$ cat src/rtl/core/ppvc_div.sv
module ppvc_div #(
   parameter int DW = 31,
   parameter int QW = 32
) (
   input  logic             clock,
   input  logic [DW+QW-1:0] num,
   input  logic [DW-1:0]    den,
   output logic [QW-1:0]    quo
);

   localparam int NW = DW + QW;

   // quotient must fit in QW bits: upper numerator bits below the divisor
   logic [DW-1:0] rem_ff [QW];
   logic [DW-1:0] den_ff [QW];
   logic [QW-1:0] low_ff [QW];

   for (genvar k = 0; k < QW; k++) begin : g_step
      logic [DW-1:0] rem_prev;
      logic [DW-1:0] den_prev;
      logic [QW-1:0] low_prev;
      logic [DW:0]   shifted;
      logic [DW:0]   diff;
      logic [DW-1:0] rem_in;
      logic          qbit;

      if (k == 0) begin : g_first
         assign rem_prev = num[NW-1:QW];
         assign den_prev = den;
         assign low_prev = num[QW-1:0];
      end else begin : g_next
         assign rem_prev = rem_ff[k-1];
         assign den_prev = den_ff[k-1];
         assign low_prev = low_ff[k-1];
      end

      assign shifted = {rem_prev, low_prev[QW-1]};
      assign diff    = shifted - {1'b0, den_prev};
      assign qbit    = ~diff[DW];
      assign rem_in  = qbit ? diff[DW-1:0] : shifted[DW-1:0];

      always_ff @(posedge clock) begin
         rem_ff[k] <= rem_in;
         den_ff[k] <= den_prev;
         low_ff[k] <= {low_prev[QW-2:0], qbit};
      end
   end

   assign quo = low_ff[QW-1];

endmodule

$ cat config.mk
export PLATFORM = sky130hd
export DESIGN_NAME = ppvc_div
export DESIGN_NICKNAME = d
export VERILOG_FILES = /design/src/rtl/core/ppvc_div.sv
export SDC_FILE = /design/constraint.sdc
export NUM_CORES = 2
export LEC_CHECK = 0
export BUFFER_PORTS_ARGS = -buffer_cell sky130_fd_sc_hd__buf_2
export CAP_MARGIN = 0
export CORE_UTILIZATION = 50
export CTS_BUF_LIST = sky130_fd_sc_hd__clkbuf_4 sky130_fd_sc_hd__clkbuf_8 sky130_fd_sc_hd__clkbuf_16
export CTS_CLUSTER_SIZE = 8
export DETAILED_ROUTE_END_ITERATION = 7
export GPL_ROUTABILITY_DRIVEN = 0
export GPL_TIMING_DRIVEN = 0
export PLACE_DENSITY = 0.71
export SKIP_CTS_REPAIR_TIMING = 1
export SLEW_MARGIN = 20
export SYNTH_ARGS = -nofsm -noshare
export SYNTH_HDL_FRONTEND = slang
export SYNTH_SLANG_ARGS = --single-unit
export TNS_END_PERCENT = 5
$ cat constraint.sdc
create_clock -name clock -period 3.6 [get_ports clock]
set_input_delay 0.54 -clock clock [delete_from_list [all_inputs] [get_ports clock]]
set_output_delay 0.54 -clock clock [all_outputs]
set_load 0.02 [all_outputs]
==> results.md <==
* Overflow after GRT at 0
* Fin cells at about 16000
* Critical Path Sink Type: flip-flop
* # setup viols final at ~430
* Startpoint class of the critical path: flip-flop
* Die ar. at ~240000 sq um
* CP Buf/Inv Count at 3
* Relative slew slack at between 40 and 50%
* Setup TNS Final at -31180 ps
* Via count at between 80000 and 90000
* WL/cell at around 17 um
* Critical path's largest stage delay at ~470 ps
* Later-pin clock latency in the skew report at 970 ps
* Share of cells above drive strength 1 at 15.8%
* Final nets at 13586
* Initial core utilization at 50.4%
* Critical path's top delay family: compound AO/OA/AOI/OAI gates
* Mapped cell area at about 120000 sq um
* Cell Count Post-Placement at 14964
* Top cells by area, synth: dfxtp_1, ha_1, mux2_2
* Unique masters post-synth at 101
* Post-Layout Inst Area at about 140000 sq um
* Util after Layout at roughly three fifths
* Setup slack, reg-to-reg at -220 ps
* Number of antenna violations at the first check in global routing at 11
* Area grow syn2layout at 17.2%
* First-pass DRT Iterations at 6
* Port Buf Inserts at about 130
* Clock sinks at 2946
* Crit path DAT at about 4600 ps
* Final Cycle Share at 106%
* Hold Crit Depth at 1
* Largest net degree at the start of global routing at 20
* Clk_skew at ~120 ps
* Hold Path End: den_ff[0][0]
* Vias per inst at between 5 and 6
* Synth Area in Compound Gates at between 10% and 20%
* P per Cell Area at between 1000 and 1500 nW/um^2
* Worst Tran Pin Value at approximately 840 ps
* Number of max-cap violations at 0
* Slew Limit Fails at 0
* Mux cell area share after synthesis at 7.45%
* Maximum fanout along the worst path at 4
* Failing checks: negative hold slack, negative setup slack
* Total track usage at approximately a fifth
* Post-DP HPWL at 196000 um
* DIE HEIGHT at just under 500 um
* Clock buffer depth at 4
* Total power at approximately 160 mW
* Outcome: complete, but fails checks
* Synth Area per Inst at between 10 and 15 sq um
* TritonCTS buffer count at 420
* Reg-to-reg endpoint: rem_ff[0][245]
* RSZ-0062 raised after global routing: true
* CTS tree: done
* Synth area leader: dfxtp_1
* Number of global-route vias before repair at ~85000
* Largest family of logic cells by synthesized area: compound AO/OA/AOI/OAI gates
* Hold crit path type: input port to flip-flop
* Worst VDD drop at between 700 and 800 uV
* Ys async rst share at 0%
* Area post-placement at between 100000 and 150000 sq um
* FF+latch count, synth at slightly below 3000
* Worst R2R Start: low_ff[6][31]
* Crit path kind: flip-flop to flip-flop
* Worst-case reg-to-reg path depth at 16
* Placement Setup Slack at -1110 ps
* F_max at 262 MHz
* EDFF count, synth at 0
* Synth Area in Adders at a little over a tenth
* First-pass GRT wire length at between 400000 and 500000 um
* Syn Nets at between 10000 and 15000
* # rows at around 180
* DR iter-0 viols at approximately 5900
* Antenna Violating Nets Remaining at 0
* Die X at approximately 490 um
* Post-synthesis xor/xnor area fraction at approximately 6%
* Worst hold slack at -309 ps
* Root buffer selected by CTS: clkbuf_16
* DRC viols at 0
* Post-Route WL at approximately 270000 um
* Cells after Synth at 11671
* CP most frequent cell: inv_1
* Critical-path cell list: inv_1 -> ha_2 -> inv_1 -> fa_1 -> a21o_1 -> a2111oi_4 -> a21oi_2 -> a311o_1 -> a41oi_4 -> a21oi_1 -> o22ai_2 -> buf_4 -> o31ai_1 -> a211oi_2 -> xor2_1 -> o21ai_0
* Register area share after synthesis at roughly half
* Clk slew on worst S/H paths at roughly 50 ps
* Synth top area share at about half
* H-tree levels at 5
* Hold Fails Final Rpt at 3
* CP max-delay cell: a2111oi_4
* CORE AREA at roughly 240000 sq um
* Final WS setup at -223 ps
* Yosys warning total at 0
* Predominant post-synthesis flop cell: dfxtp_1
* Req. time, crit path at about 4400 ps
* I/O pin total at about 130
* LEAKAGE at ~65 nW
* Hold_sp: den[0]
* Tmin final at 3820 ps
* Post-synthesis simple-gate area fraction at 8.03%
[cells in the mapped netlist, types with 23 or more instances]
library cell  instances
a21o_1              428
xor2_1              301
ha_1                991
a21oi_1             832
nand2_1             577
nand2b_1            112
buf_2                59
o211ai_1             46
a211oi_1             93
nor3_1              123
o31ai_1              58
o21ai_0             543
mux2i_1              54
fa_1                 31
dfxtp_1            2946
xnor2_1             536
nor2_1              504
o21a_1              130
o21bai_1            100
or3_1                37
nor2b_1             141
or2_2                28
clkbuf_1            106
and3_1               79
inv_1              1212
a221oi_1             23
and2_1               37
mux2_2              745
nand4_1              77
a21boi_0             32
nand3_1             181
a211o_1              28
a31oi_1              78
[power breakdown]
group          switching (mW)  total, mW  leakage (nW)  internal (mW)
logic                    42.2       81.2          34.4           39.1
clock network            12.9       33.4          5.38           20.6
registers                5.39       48.8          24.9           43.4
[cells in the final DEF (no fill, tap or decap), types with 46 or more instances in the layout]
cell type / n
xor2_1: 291
nand2b_1: 112
nand2_1: 571
buf_4: 142
ha_1: 972
o21ai_0: 475
dfxtp_1: 2922
clkbuf_1: 70
and3_1: 79
mux2_2: 712
a211oi_1: 70
xnor2_1: 528
mux2i_1: 52
dlygate4sd3_1: 90
nand3_1: 178
o211ai_1: 46
a21oi_2: 49
clkbuf_16: 430
a31oi_1: 62
o21ai_1: 53
buf_2: 142
a21o_1: 427
nor2_1: 501
a21oi_1: 777
o21a_1: 127
nor2b_1: 136
inv_1: 1205
o21bai_1: 100
nor3_1: 120
nand4_1: 77
[state kept, by name, indices dropped and copies added (netlist names)]
signal  count
low_ff   1024
den_ff    961
rem_ff    961
[cell type report]
cell class | instances | area (sq um)
inverters | 1213 | 4560
fillers | 18997 | 97500
flip-flops and latches | 2946 | 59000
clock buffers | 432 | 10700
repair buffers | 380 | 3090
well taps | 3167 | 3960
clock inverters | 15 | 255
diodes | 3 | 7.51
plain buffers | 178 | 1230
multi-input cells | 7330 | 58200
[routing by layer]
layer  vias up  GRT usage, %  share of wire (%)
li1      41696             -                  -
met5         -             0             0.0092
met2      2458          37.0                 49
met4         4          9.79                4.3
met3       752          3.17                4.8
met1     40480          25.2                 42
[how the worst max path moves through the flow]
stage                         from        endpoint  depth (start not counted)
finish               low_ff[6][31]  rem_ff[0][245]                         16
CTS                  den_ff[0][32]   rem_ff[0][89]                         14
detailed placement  den_ff[0][376]  rem_ff[0][431]                         14
floorplan                  num[31]   rem_ff[0][30]                         15
global route         low_ff[6][31]  rem_ff[0][245]                         16
global placement    den_ff[0][373]  rem_ff[0][431]                         14
[cell families after synthesis]
family,count (synthesis)
compound gates,2654
xor+xnor,843
buf+inv,1395
mux,802
fa+ha+maj,1022
simple gates,2009
flops,2946
Power figures use the tool's default switching activity.
