[src/rtl/core/ppvc_isqrt.sv]
module ppvc_isqrt #(
   parameter int RW = 19
) (
   input  logic            clock,
   input  logic [2*RW-1:0] op,
   output logic [RW-1:0]   root
);

   localparam int OW = 2 * RW;

   logic [RW-1:0] rem_ff  [RW];
   logic [RW-1:0] root_ff [RW];
   logic [OW-1:0] rest_ff [RW];

   // one root bit per stage, restoring
   for (genvar k = 0; k < RW; k++) begin : g_step
      logic [RW-1:0] rem_prev;
      logic [RW-1:0] root_prev;
      logic [OW-1:0] rest_prev;
      logic [RW+1:0] shifted;
      logic [RW+1:0] diff;
      logic [RW-1:0] rem_in;
      logic [RW-1:0] root_in;

      if (k == 0) begin : g_first
         assign rem_prev  = '0;
         assign root_prev = '0;
         assign rest_prev = op;
      end else begin : g_next
         assign rem_prev  = rem_ff[k-1];
         assign root_prev = root_ff[k-1];
         assign rest_prev = rest_ff[k-1];
      end

      assign shifted = {rem_prev, rest_prev[OW-1:OW-2]};
      assign diff    = shifted - {root_prev, 2'b01};

      always_comb begin
         if (shifted >= {root_prev, 2'b01}) begin
            rem_in  = diff[RW-1:0];
            root_in = {root_prev[RW-2:0], 1'b1};
         end else begin
            rem_in  = shifted[RW-1:0];
            root_in = {root_prev[RW-2:0], 1'b0};
         end
      end

      always_ff @(posedge clock) begin
         rem_ff[k]  <= rem_in;
         root_ff[k] <= root_in;
         rest_ff[k] <= {rest_prev[OW-3:0], 2'b00};
      end
   end

   assign root = root_ff[RW-1];

endmodule

[config.mk]
export PLATFORM = sky130hd
export DESIGN_NAME = ppvc_isqrt
export DESIGN_NICKNAME = d
export VERILOG_FILES = /design/src/rtl/core/ppvc_isqrt.sv
export SDC_FILE = /design/constraint.sdc
export NUM_CORES = 1
export LEC_CHECK = 0
export BUFFER_PORTS_ARGS = -buffer_cell sky130_fd_sc_hd__buf_2
export CAP_MARGIN = 20
export CORE_MARGIN = 4
export CORE_UTILIZATION = 65
export CTS_BUF_LIST = sky130_fd_sc_hd__clkbuf_8
export DETAILED_ROUTE_END_ITERATION = 7
export GPL_TIMING_DRIVEN = 0
export PLACE_DENSITY = 0.82
export SLEW_MARGIN = 20
export SYNTH_ARGS = -nofsm -noshare
export SYNTH_HDL_FRONTEND = slang
export SYNTH_SLANG_ARGS = --single-unit
[constraint.sdc]
create_clock -name clock -period 3.4 [get_ports clock]
set_clock_uncertainty 0.1 [all_clocks]
set_input_delay 0.34 -clock clock [delete_from_list [all_inputs] [get_ports clock]]
set_output_delay 0.34 -clock clock [all_outputs]
set_load 0.005 [all_outputs]
==> metrics, run 1 <==
fin crit period approximately 3.2 ns; number of global-route vias before repair roughly 22,000; internal power approximately 0.019 W; layout cell share with drive strength beyond 1 0.1086; clock network power share 0.318; Synth cell types 74; critical path required time 3.94 ns; Routability Congestion around 0.91; row count a little under 80; die area between 50,000 and 60,000 sq um; Fin Setup TNS 0 ns; Post-Syn Nets ~3,200; Comb pwr share 0.196; sequential share of the synthesized area 0.5578; Layout area overhead 13.72%; Synth top area share 0.5578; Gate Count Post-Synth between 2,000 and 3,000; synth top area cells dfxtp_1 (56%), ha_1 (8.6%), xnor2_1 (4.0%); final setup vio count 0; Hold Path Class primary input to register; number of max-cap violations 0; largest net degree at the start of global routing 19; reg-to-reg critical path startpoint root_ff[16][8]$_DFF_P_; FF-to-FF path depth 9; Initial DRC Count between 1,000 and 1,500; port bufs 57; CP Launch Type register; CTS tree yes; Fin Hold WS 0.07763 ns; worst-path fanout max 10; worst slew pin tran about 1.1 ns; Worst Hold Path Cells 2; Die W 224.9 um; DRT Wirelength around 66,000 um; clock buffer depth 3; Post-synth ARST share 0; Fmax a little over 300 MHz; Mean Syn Cell Area around 10 sq um; crit end category register; final worst slack 0.1609 ns; area leader, netlist dfxtp_1; synthesized flop and latch total between 800 and 900; drt wl/cell 17.06 um; CTS clk-pin slew, worst paths around 0.060 ns; register share of total power 0.485; Net Sw Frac 0.3006; clock sinks between 800 and 900; fin util 0.7469; Net count, final 3,398; top_reg_cell synth dfxtp_1; post-route ant nets 0; routed via count about 21,000; Die Y-Extent 224.9 um; switching power approximately 0.008 W; clock latency on the worst-skew pair between 0.7 and 0.8 ns; starting density of the core 0.6568; Top Ports 58; Core Footprint between 40,000 and 50,000 sq um; P per Cell Area 765.3 nW/um^2; # diodes 0; cell area after synthesis 30,580 sq um; gr ovfl total 0; max_slew headroom 0.2607; unrepaired setup endpoints after global routing no; commonest non-fill, non-tap cell in the layout dfxtp_1; status finished clean; DP Worst Slack -0.2469 ns; hpwl dp approximately 46,000 um; EDFF count, synth 0; Inserted Clock Buffers 130; critical path class register to register; Static Leak ~17 nW; Peak VDD IR 651.5 uV; Pins Over Slew Limit 0; vias per inst around 5.5; Yosys Warn Count 0; R2R Path End rem_ff[17][14]$_DFF_P_; Hold Crit Start op[27]; H-Tree Depth 4; CTS root buf clkbuf_8; GRT Util Overall 0.2612; Fin. Hold Viols 0; R2R setup slack ~0.16 ns; WHS Endpoint rest_ff[0][27]$_DFF_P_; DRT Pass-1 Iters 6; DRC 0; commonest cells after routing, fill and taps aside dfxtp_1 (852), inv_1 (296), ha_1 (210), a21oi_1 (177), nand2_1 (175); Arrival @ worst endpoint between 3 and 4 ns; number of setup buffers added after CTS 0; first-pass GRT wire length 107,100 um; fin crit share 0.9527; antenna violations before repair 0
critical path, stage by stage, from the launching register on:
cell,delay [ns]
dfxtp_1,0.35
inv_1,0.05
ha_1,0.39
nand4_1,0.29
nor4_2,0.53
a21oi_1,0.13
o21ai_0,0.39
a21oi_2,0.21
clkbuf_1,0.31
o21ai_0,0.36
how the worst max path moves through the flow:
| stage | from | to | slack [ns] | cells after the start |
|---|---|---|---|---|
| after global routing | root_ff[16][11]$_DFF_P_ | rem_ff[17][14]$_DFF_P_ | 0.01 | 9 |
| after CTS | root_ff[16][0]$_DFF_P_ | rem_ff[17][14]$_DFF_P_ | 0.03 | 10 |
| final | root_ff[16][8]$_DFF_P_ | rem_ff[17][14]$_DFF_P_ | 0.16 | 9 |
| after floorplan | root_ff[7][7]$_DFF_P_ | rem_ff[8][4]$_DFF_P_ | 0.46 | 9 |
| after global placement | root_ff[12][8]$_DFF_P_ | rem_ff[13][18]$_DFF_P_ | -0.16 | 12 |
| after detailed placement | root_ff[13][0]$_DFF_P_ | rem_ff[14][14]$_DFF_P_ | -0.25 | 10 |
logic make-up (layout without fill, tap and decap cells):
kind of cell	Yosys count	count (layout)	synth area share
adder cells (fa/ha/maj)	210	210	0.08593
flip-flops	852	852	0.5578
AO/OA/AOI/OAI	575	575	0.1176
XOR/XNOR	248	248	0.07103
other	1	1	0.0001226
AND/OR/NAND/NOR	682	682	0.1096
multiplexers	57	57	0.02062
buffers and inverters	298	625	0.03732
synthesized netlist by cell type, drive strengths merged (19+ instances only):
master,number
nor3,73
ha,210
mux2,45
nor2b,30
xor2,109
or3,28
nand2b,28
o31ai,25
clkbuf,30
inv,261
nor4,37
dfxtp,852
nand2,175
o21ai,140
nand3,41
nor2,172
a21oi,178
a21o,54
o21a,48
a211oi,19
nand4,23
xnor2,139
layer usage:
layer,GRT usage,part of all wire,routed length [um]
met5,0,0,0
met4,0.1075,0.031,2071
met3,0.05523,0.048,3150
met2,0.4778,0.52,34230
met1,0.2963,0.40,26350
through the flow:
step	cell area, sq um	total power (W)	cells
3_3_place_gp	31620	0.01787	3587
4_1_cts	34730	0.02670	3857
2_1_floorplan	30580	0.01666	2923
5_1_grt	34770	0.02804	3857
3_5_place_dp	31620	0.01813	3587
6_report	34770	0.02661	3857
flip-flops by register name, summed over array words and instances, names as in the netlist:
register / count
rem_ff: 320
rest_ff: 342
root_ff: 190
power groups by stage:
stage / logic [W] / clock network (W) / registers, W
CTS: 0.00515 / 0.00866 / 0.0129
global placement: 0.00485 / 0 / 0.0130
global route: 0.00584 / 0.00913 / 0.0131
detailed placement: 0.00504 / 0 / 0.0131
floorplan: 0.00398 / 0 / 0.0127
finish: 0.00523 / 0.00848 / 0.0129
final cells by class:
cell class,instances,area [sq um]
plain buffers,35,163.9
clock buffers,157,2161
clock inverters,76,530.5
fillers,3075,11780
inverters,261,979.7
multi-input cells,1773,12450
flip-flops and latches,852,17060
well taps,607,759.5
repair buffers,96,675.6
timing repair:
action                                  CTS  global route
hold buffers                             39             0
endpoints found under the hold margin    39             0
resized for setup                         8            17
endpoints found under the setup margin   61            56
Power figures use the tool's default switching activity.
==> run 2: changes to the inputs <==
--- a/config.mk
+++ b/config.mk
@@ -5,9 +5,10 @@
 export SDC_FILE = /design/constraint.sdc
 export NUM_CORES = 1
 export LEC_CHECK = 0
+export ABC_AREA = 1
 export BUFFER_PORTS_ARGS = -buffer_cell sky130_fd_sc_hd__buf_2
 export CAP_MARGIN = 20
-export CORE_MARGIN = 4
+export CORE_MARGIN = 2
 export CORE_UTILIZATION = 65
 export CTS_BUF_LIST = sky130_fd_sc_hd__clkbuf_8
 export DETAILED_ROUTE_END_ITERATION = 7
==> run 2 against run 1 <==
Sequential power about the same. Non-clock buffer count rose by 2. Die area is 12% higher. Global-route usage grew 3.4 points. Synthesized cell count grew 59%. Fmax grew 30%. Final cell count increased by 47%. Total power is 13% higher. Sequential share of layout area is 6.2 points lower.
==> metrics, run 2 <==
area leader, netlist dfxtp_1 (unchanged); register area 17,060 sq um (unchanged); clock sinks 852 (unchanged); number of setup buffers added after CTS 0 (unchanged); Die W 238.1 um (was 224.9 um); Peak VDD IR 615.0 uV (was 651.5 uV); CTS resizes 0 (was 8); Gate Count Post-Synth 4,651 (was 2,923); Synth top area share 0.4787 (was 0.5578); Hold Buf Count CTS 39 (unchanged); die area 56,700 sq um (was 50,580 sq um); area of the multi-input gates 15,490 sq um (was 12,450 sq um); reg-to-reg critical path startpoint root_ff[12][0]$_DFF_P_ (was root_ff[16][8]$_DFF_P_); synth top area cells dfxtp_1 (48%), nand2_1 (16%), inv_1 (7.6%) (was dfxtp_1 (56%), ha_1 (8.6%), xnor2_1 (4.0%)); R2R Path End rem_ff[13][18]$_DFF_P_ (was rem_ff[17][14]$_DFF_P_); CP startpoint root_ff[12][0]$_DFF_P_ (was root_ff[16][8]$_DFF_P_); routed via count 29,105 (was 21,246); hpwl dp 60,840 um (was 46,030 um); DRT Wirelength 81,990 um (was 65,800 um); top flop regs rest_ff x342, rem_ff x320, root_ff x190 (unchanged); top_reg_cell synth dfxtp_1 (unchanged); Core Footprint 54,030 sq um (was 46,560 sq um); Mean Syn Cell Area 7.660 sq um (was 10.46 sq um); dpl cell area 36,780 sq um (was 31,620 sq um); Hold Path Class primary input to register (unchanged); CTS tree yes (unchanged); Inserted Clock Buffers 132 (was 130); commonest cells after routing, fill and taps aside nand2_1 (1,491), dfxtp_1 (852), inv_1 (751), nor2_1 (353), nand3_1 (270) (was dfxtp_1 (852), inv_1 (296), ha_1 (210), a21oi_1 (177), nand2_1 (175)); DRC 0 (unchanged); crit end category register (unchanged); first-pass GRT wire length 134,600 um (was 107,100 um); DP Cell Count 5,404 (was 3,587); antenna violations before repair 2 (was 0); worst-path fanout max 10 (unchanged); starting density of the core 0.6594 (was 0.6568); final instance area 39,800 sq um (was 34,770 sq um); drt wl/cell 14.46 um (was 17.06 um); port bufs 57 (unchanged); max FFs per register 342 (unchanged); status finished clean (unchanged); final setup vio count 0 (unchanged); Post-Syn Nets 4,900 (was 3,172); number of fill cells in the layout 4,149 (was 3,075); unrepaired setup endpoints after global routing no (unchanged); fin util 0.7367 (was 0.7469); vias per inst 5.133 (was 5.508); Initial DRC Count 2,006 (was 1,449); Fin Setup TNS 0 ns (unchanged); largest net degree at the start of global routing 17 (was 19); sequential share of the synthesized area 0.4787 (was 0.5578); FF-to-FF path depth 11 (was 9); critical path class register to register (unchanged); gr ovfl total 0 (unchanged); Top Ports 58 (unchanged); post-route ant nets 0 (unchanged); total power 0.03005 W (was 0.02661 W); commonest non-fill, non-tap cell in the layout nand2_1 (was dfxtp_1); number of global-route vias before repair 28,375 (was 21,873); CTS clk-pin slew, worst paths 0.07 ns (was 0.06 ns); Layout area overhead 11.72% (was 13.72%); R2R setup slack 0.90 ns (was 0.16 ns); number of max-cap violations 0 (unchanged); Yosys Warn Count 0 (unchanged); CP Launch Type register (unchanged); Reg with most FFs rest_ff (unchanged); row count 85 (was 79); synthesized flop and latch total 852 (unchanged); P per Cell Area 755.0 nW/um^2 (was 765.3 nW/um^2); Worst setup endpoint rem_ff[13][18]$_DFF_P_ (was rem_ff[17][14]$_DFF_P_); Static Leak 21.94 nW (was 16.69 nW); cell area after synthesis 35,630 sq um (was 30,580 sq um); GRT Util Overall 0.2956 (was 0.2612); Fmax 399.9 MHz (was 308.7 MHz); Die Y-Extent 238.1 um (was 224.9 um); Post-synth ARST share 0 (unchanged); Fin. Hold Viols 0 (unchanged); worst slew pin tran 0.6397 ns (was 1.095 ns); max_slew headroom 0.5710 (was 0.2607); CTS root buf clkbuf_8 (unchanged); fin crit period 2.500 ns (was 3.239 ns); clock latency on the worst-skew pair 0.79 ns (about the same); Synth top cells by count nand2_1 (1,491), dfxtp_1 (852), inv_1 (721) (was dfxtp_1 (852), inv_1 (260), ha_1 (210)); critical path required time 3.92 ns (was 3.94 ns); Routability Congestion 0.9508 (was 0.9130); fin crit share 0.7354 (was 0.9527); Synth cell types 48 (was 74); post-route insts no fill 5,670 (was 3,857); Net count, final 5,130 (was 3,398); layout cell share with drive strength beyond 1 0.08064 (was 0.1086); Pins Over Slew Limit 0 (unchanged); Arrival @ worst endpoint 3.02 ns (was 3.78 ns); H-Tree Depth 4 (unchanged); DRT Pass-1 Iters 7 (was 6); clock buffer depth 3 (unchanged); cell with the most instances after synthesis nand2_1 (was dfxtp_1); EDFF count, synth 0 (unchanged)
## run 2: power breakdown
group	switching, W	total [W]	internal (W)
logic	0.00546	0.00849	0.00302
clock network	0.00396	0.00843	0.00447
registers	0.00127	0.0131	0.0119
total	0.0107	0.0301	0.0194
## run 2: how the worst min path moves through the flow
| stage | end | slack (ns) | startpoint | cells past startpoint |
|---|---|---|---|---|
| global placement | rest_ff[12][27]$_DFF_P_ | 0.21 | rest_ff[11][25]$_DFF_P_ | 0 |
| CTS | rest_ff[0][27]$_DFF_P_ | 0.02 | op[27] | 2 |
| detailed placement | rest_ff[10][23]$_DFF_P_ | 0.21 | rest_ff[9][21]$_DFF_P_ | 0 |
| floorplan | rest_ff[10][20]$_DFF_P_ | 0.21 | rest_ff[9][18]$_DFF_P_ | 0 |
| finish | rest_ff[0][30]$_DFF_P_ | 0.09 | op[30] | 2 |
| global route | rest_ff[0][35]$_DFF_P_ | 0.06 | op[35] | 2 |
## run 2: metrics by stage
stage / hold slack, ns / setup WS (ns)
after CTS: 0.01859 / 0.9311
after global routing: 0.06152 / 0.7187
after floorplan: 0.2096 / 1.528
final: 0.09216 / 0.8997
after detailed placement: 0.2121 / 0.9772
after global placement: 0.2095 / 0.9935
## run 2: final cells by class
class / instances / area share
clock inverters: 72 / 0.01273
diodes: 1 / 0.00006287
plain buffers: 37 / 0.007639
flip-flops and latches: 852 / 0.4285
well taps: 696 / 0.02188
repair buffers: 96 / 0.01697
multi-input cells: 3024 / 0.3892
inverters: 738 / 0.06978
clock buffers: 154 / 0.05325
## run 2: critical path, cell delays in order (launching register included)
cell,delay (ns)
dfxtp_1,0.38
inv_1,0.08
ha_1,0.34
o21ai_1,0.10
nand2_1,0.18
nand2_1,0.10
nand2_1,0.10
nand2_1,0.10
nand2_1,0.10
a21oi_2,0.40
buf_4,0.27
a21oi_1,0.09
## run 2: layer usage
layer  part of all wire  global-route usage
met4              0.038              0.1313
met1               0.42              0.3578
met5           0.000098                   0
met3              0.057             0.04882
met2               0.48              0.5172
## run 2: kinds of logic (layout without fill, tap and decap cells)
group                      Yosys count  after routing  synth area share
other                                1              2         0.0001053
buffers and inverters              775           1097           0.08650
DFF                                852            852            0.4787
xor gates and xnor gates           143            143           0.03515
AOI/OAI and AO/OA                  347            347           0.05391
and+or+nand+nor                   2323           2323            0.2719
adders and majority gates          210            210           0.07375
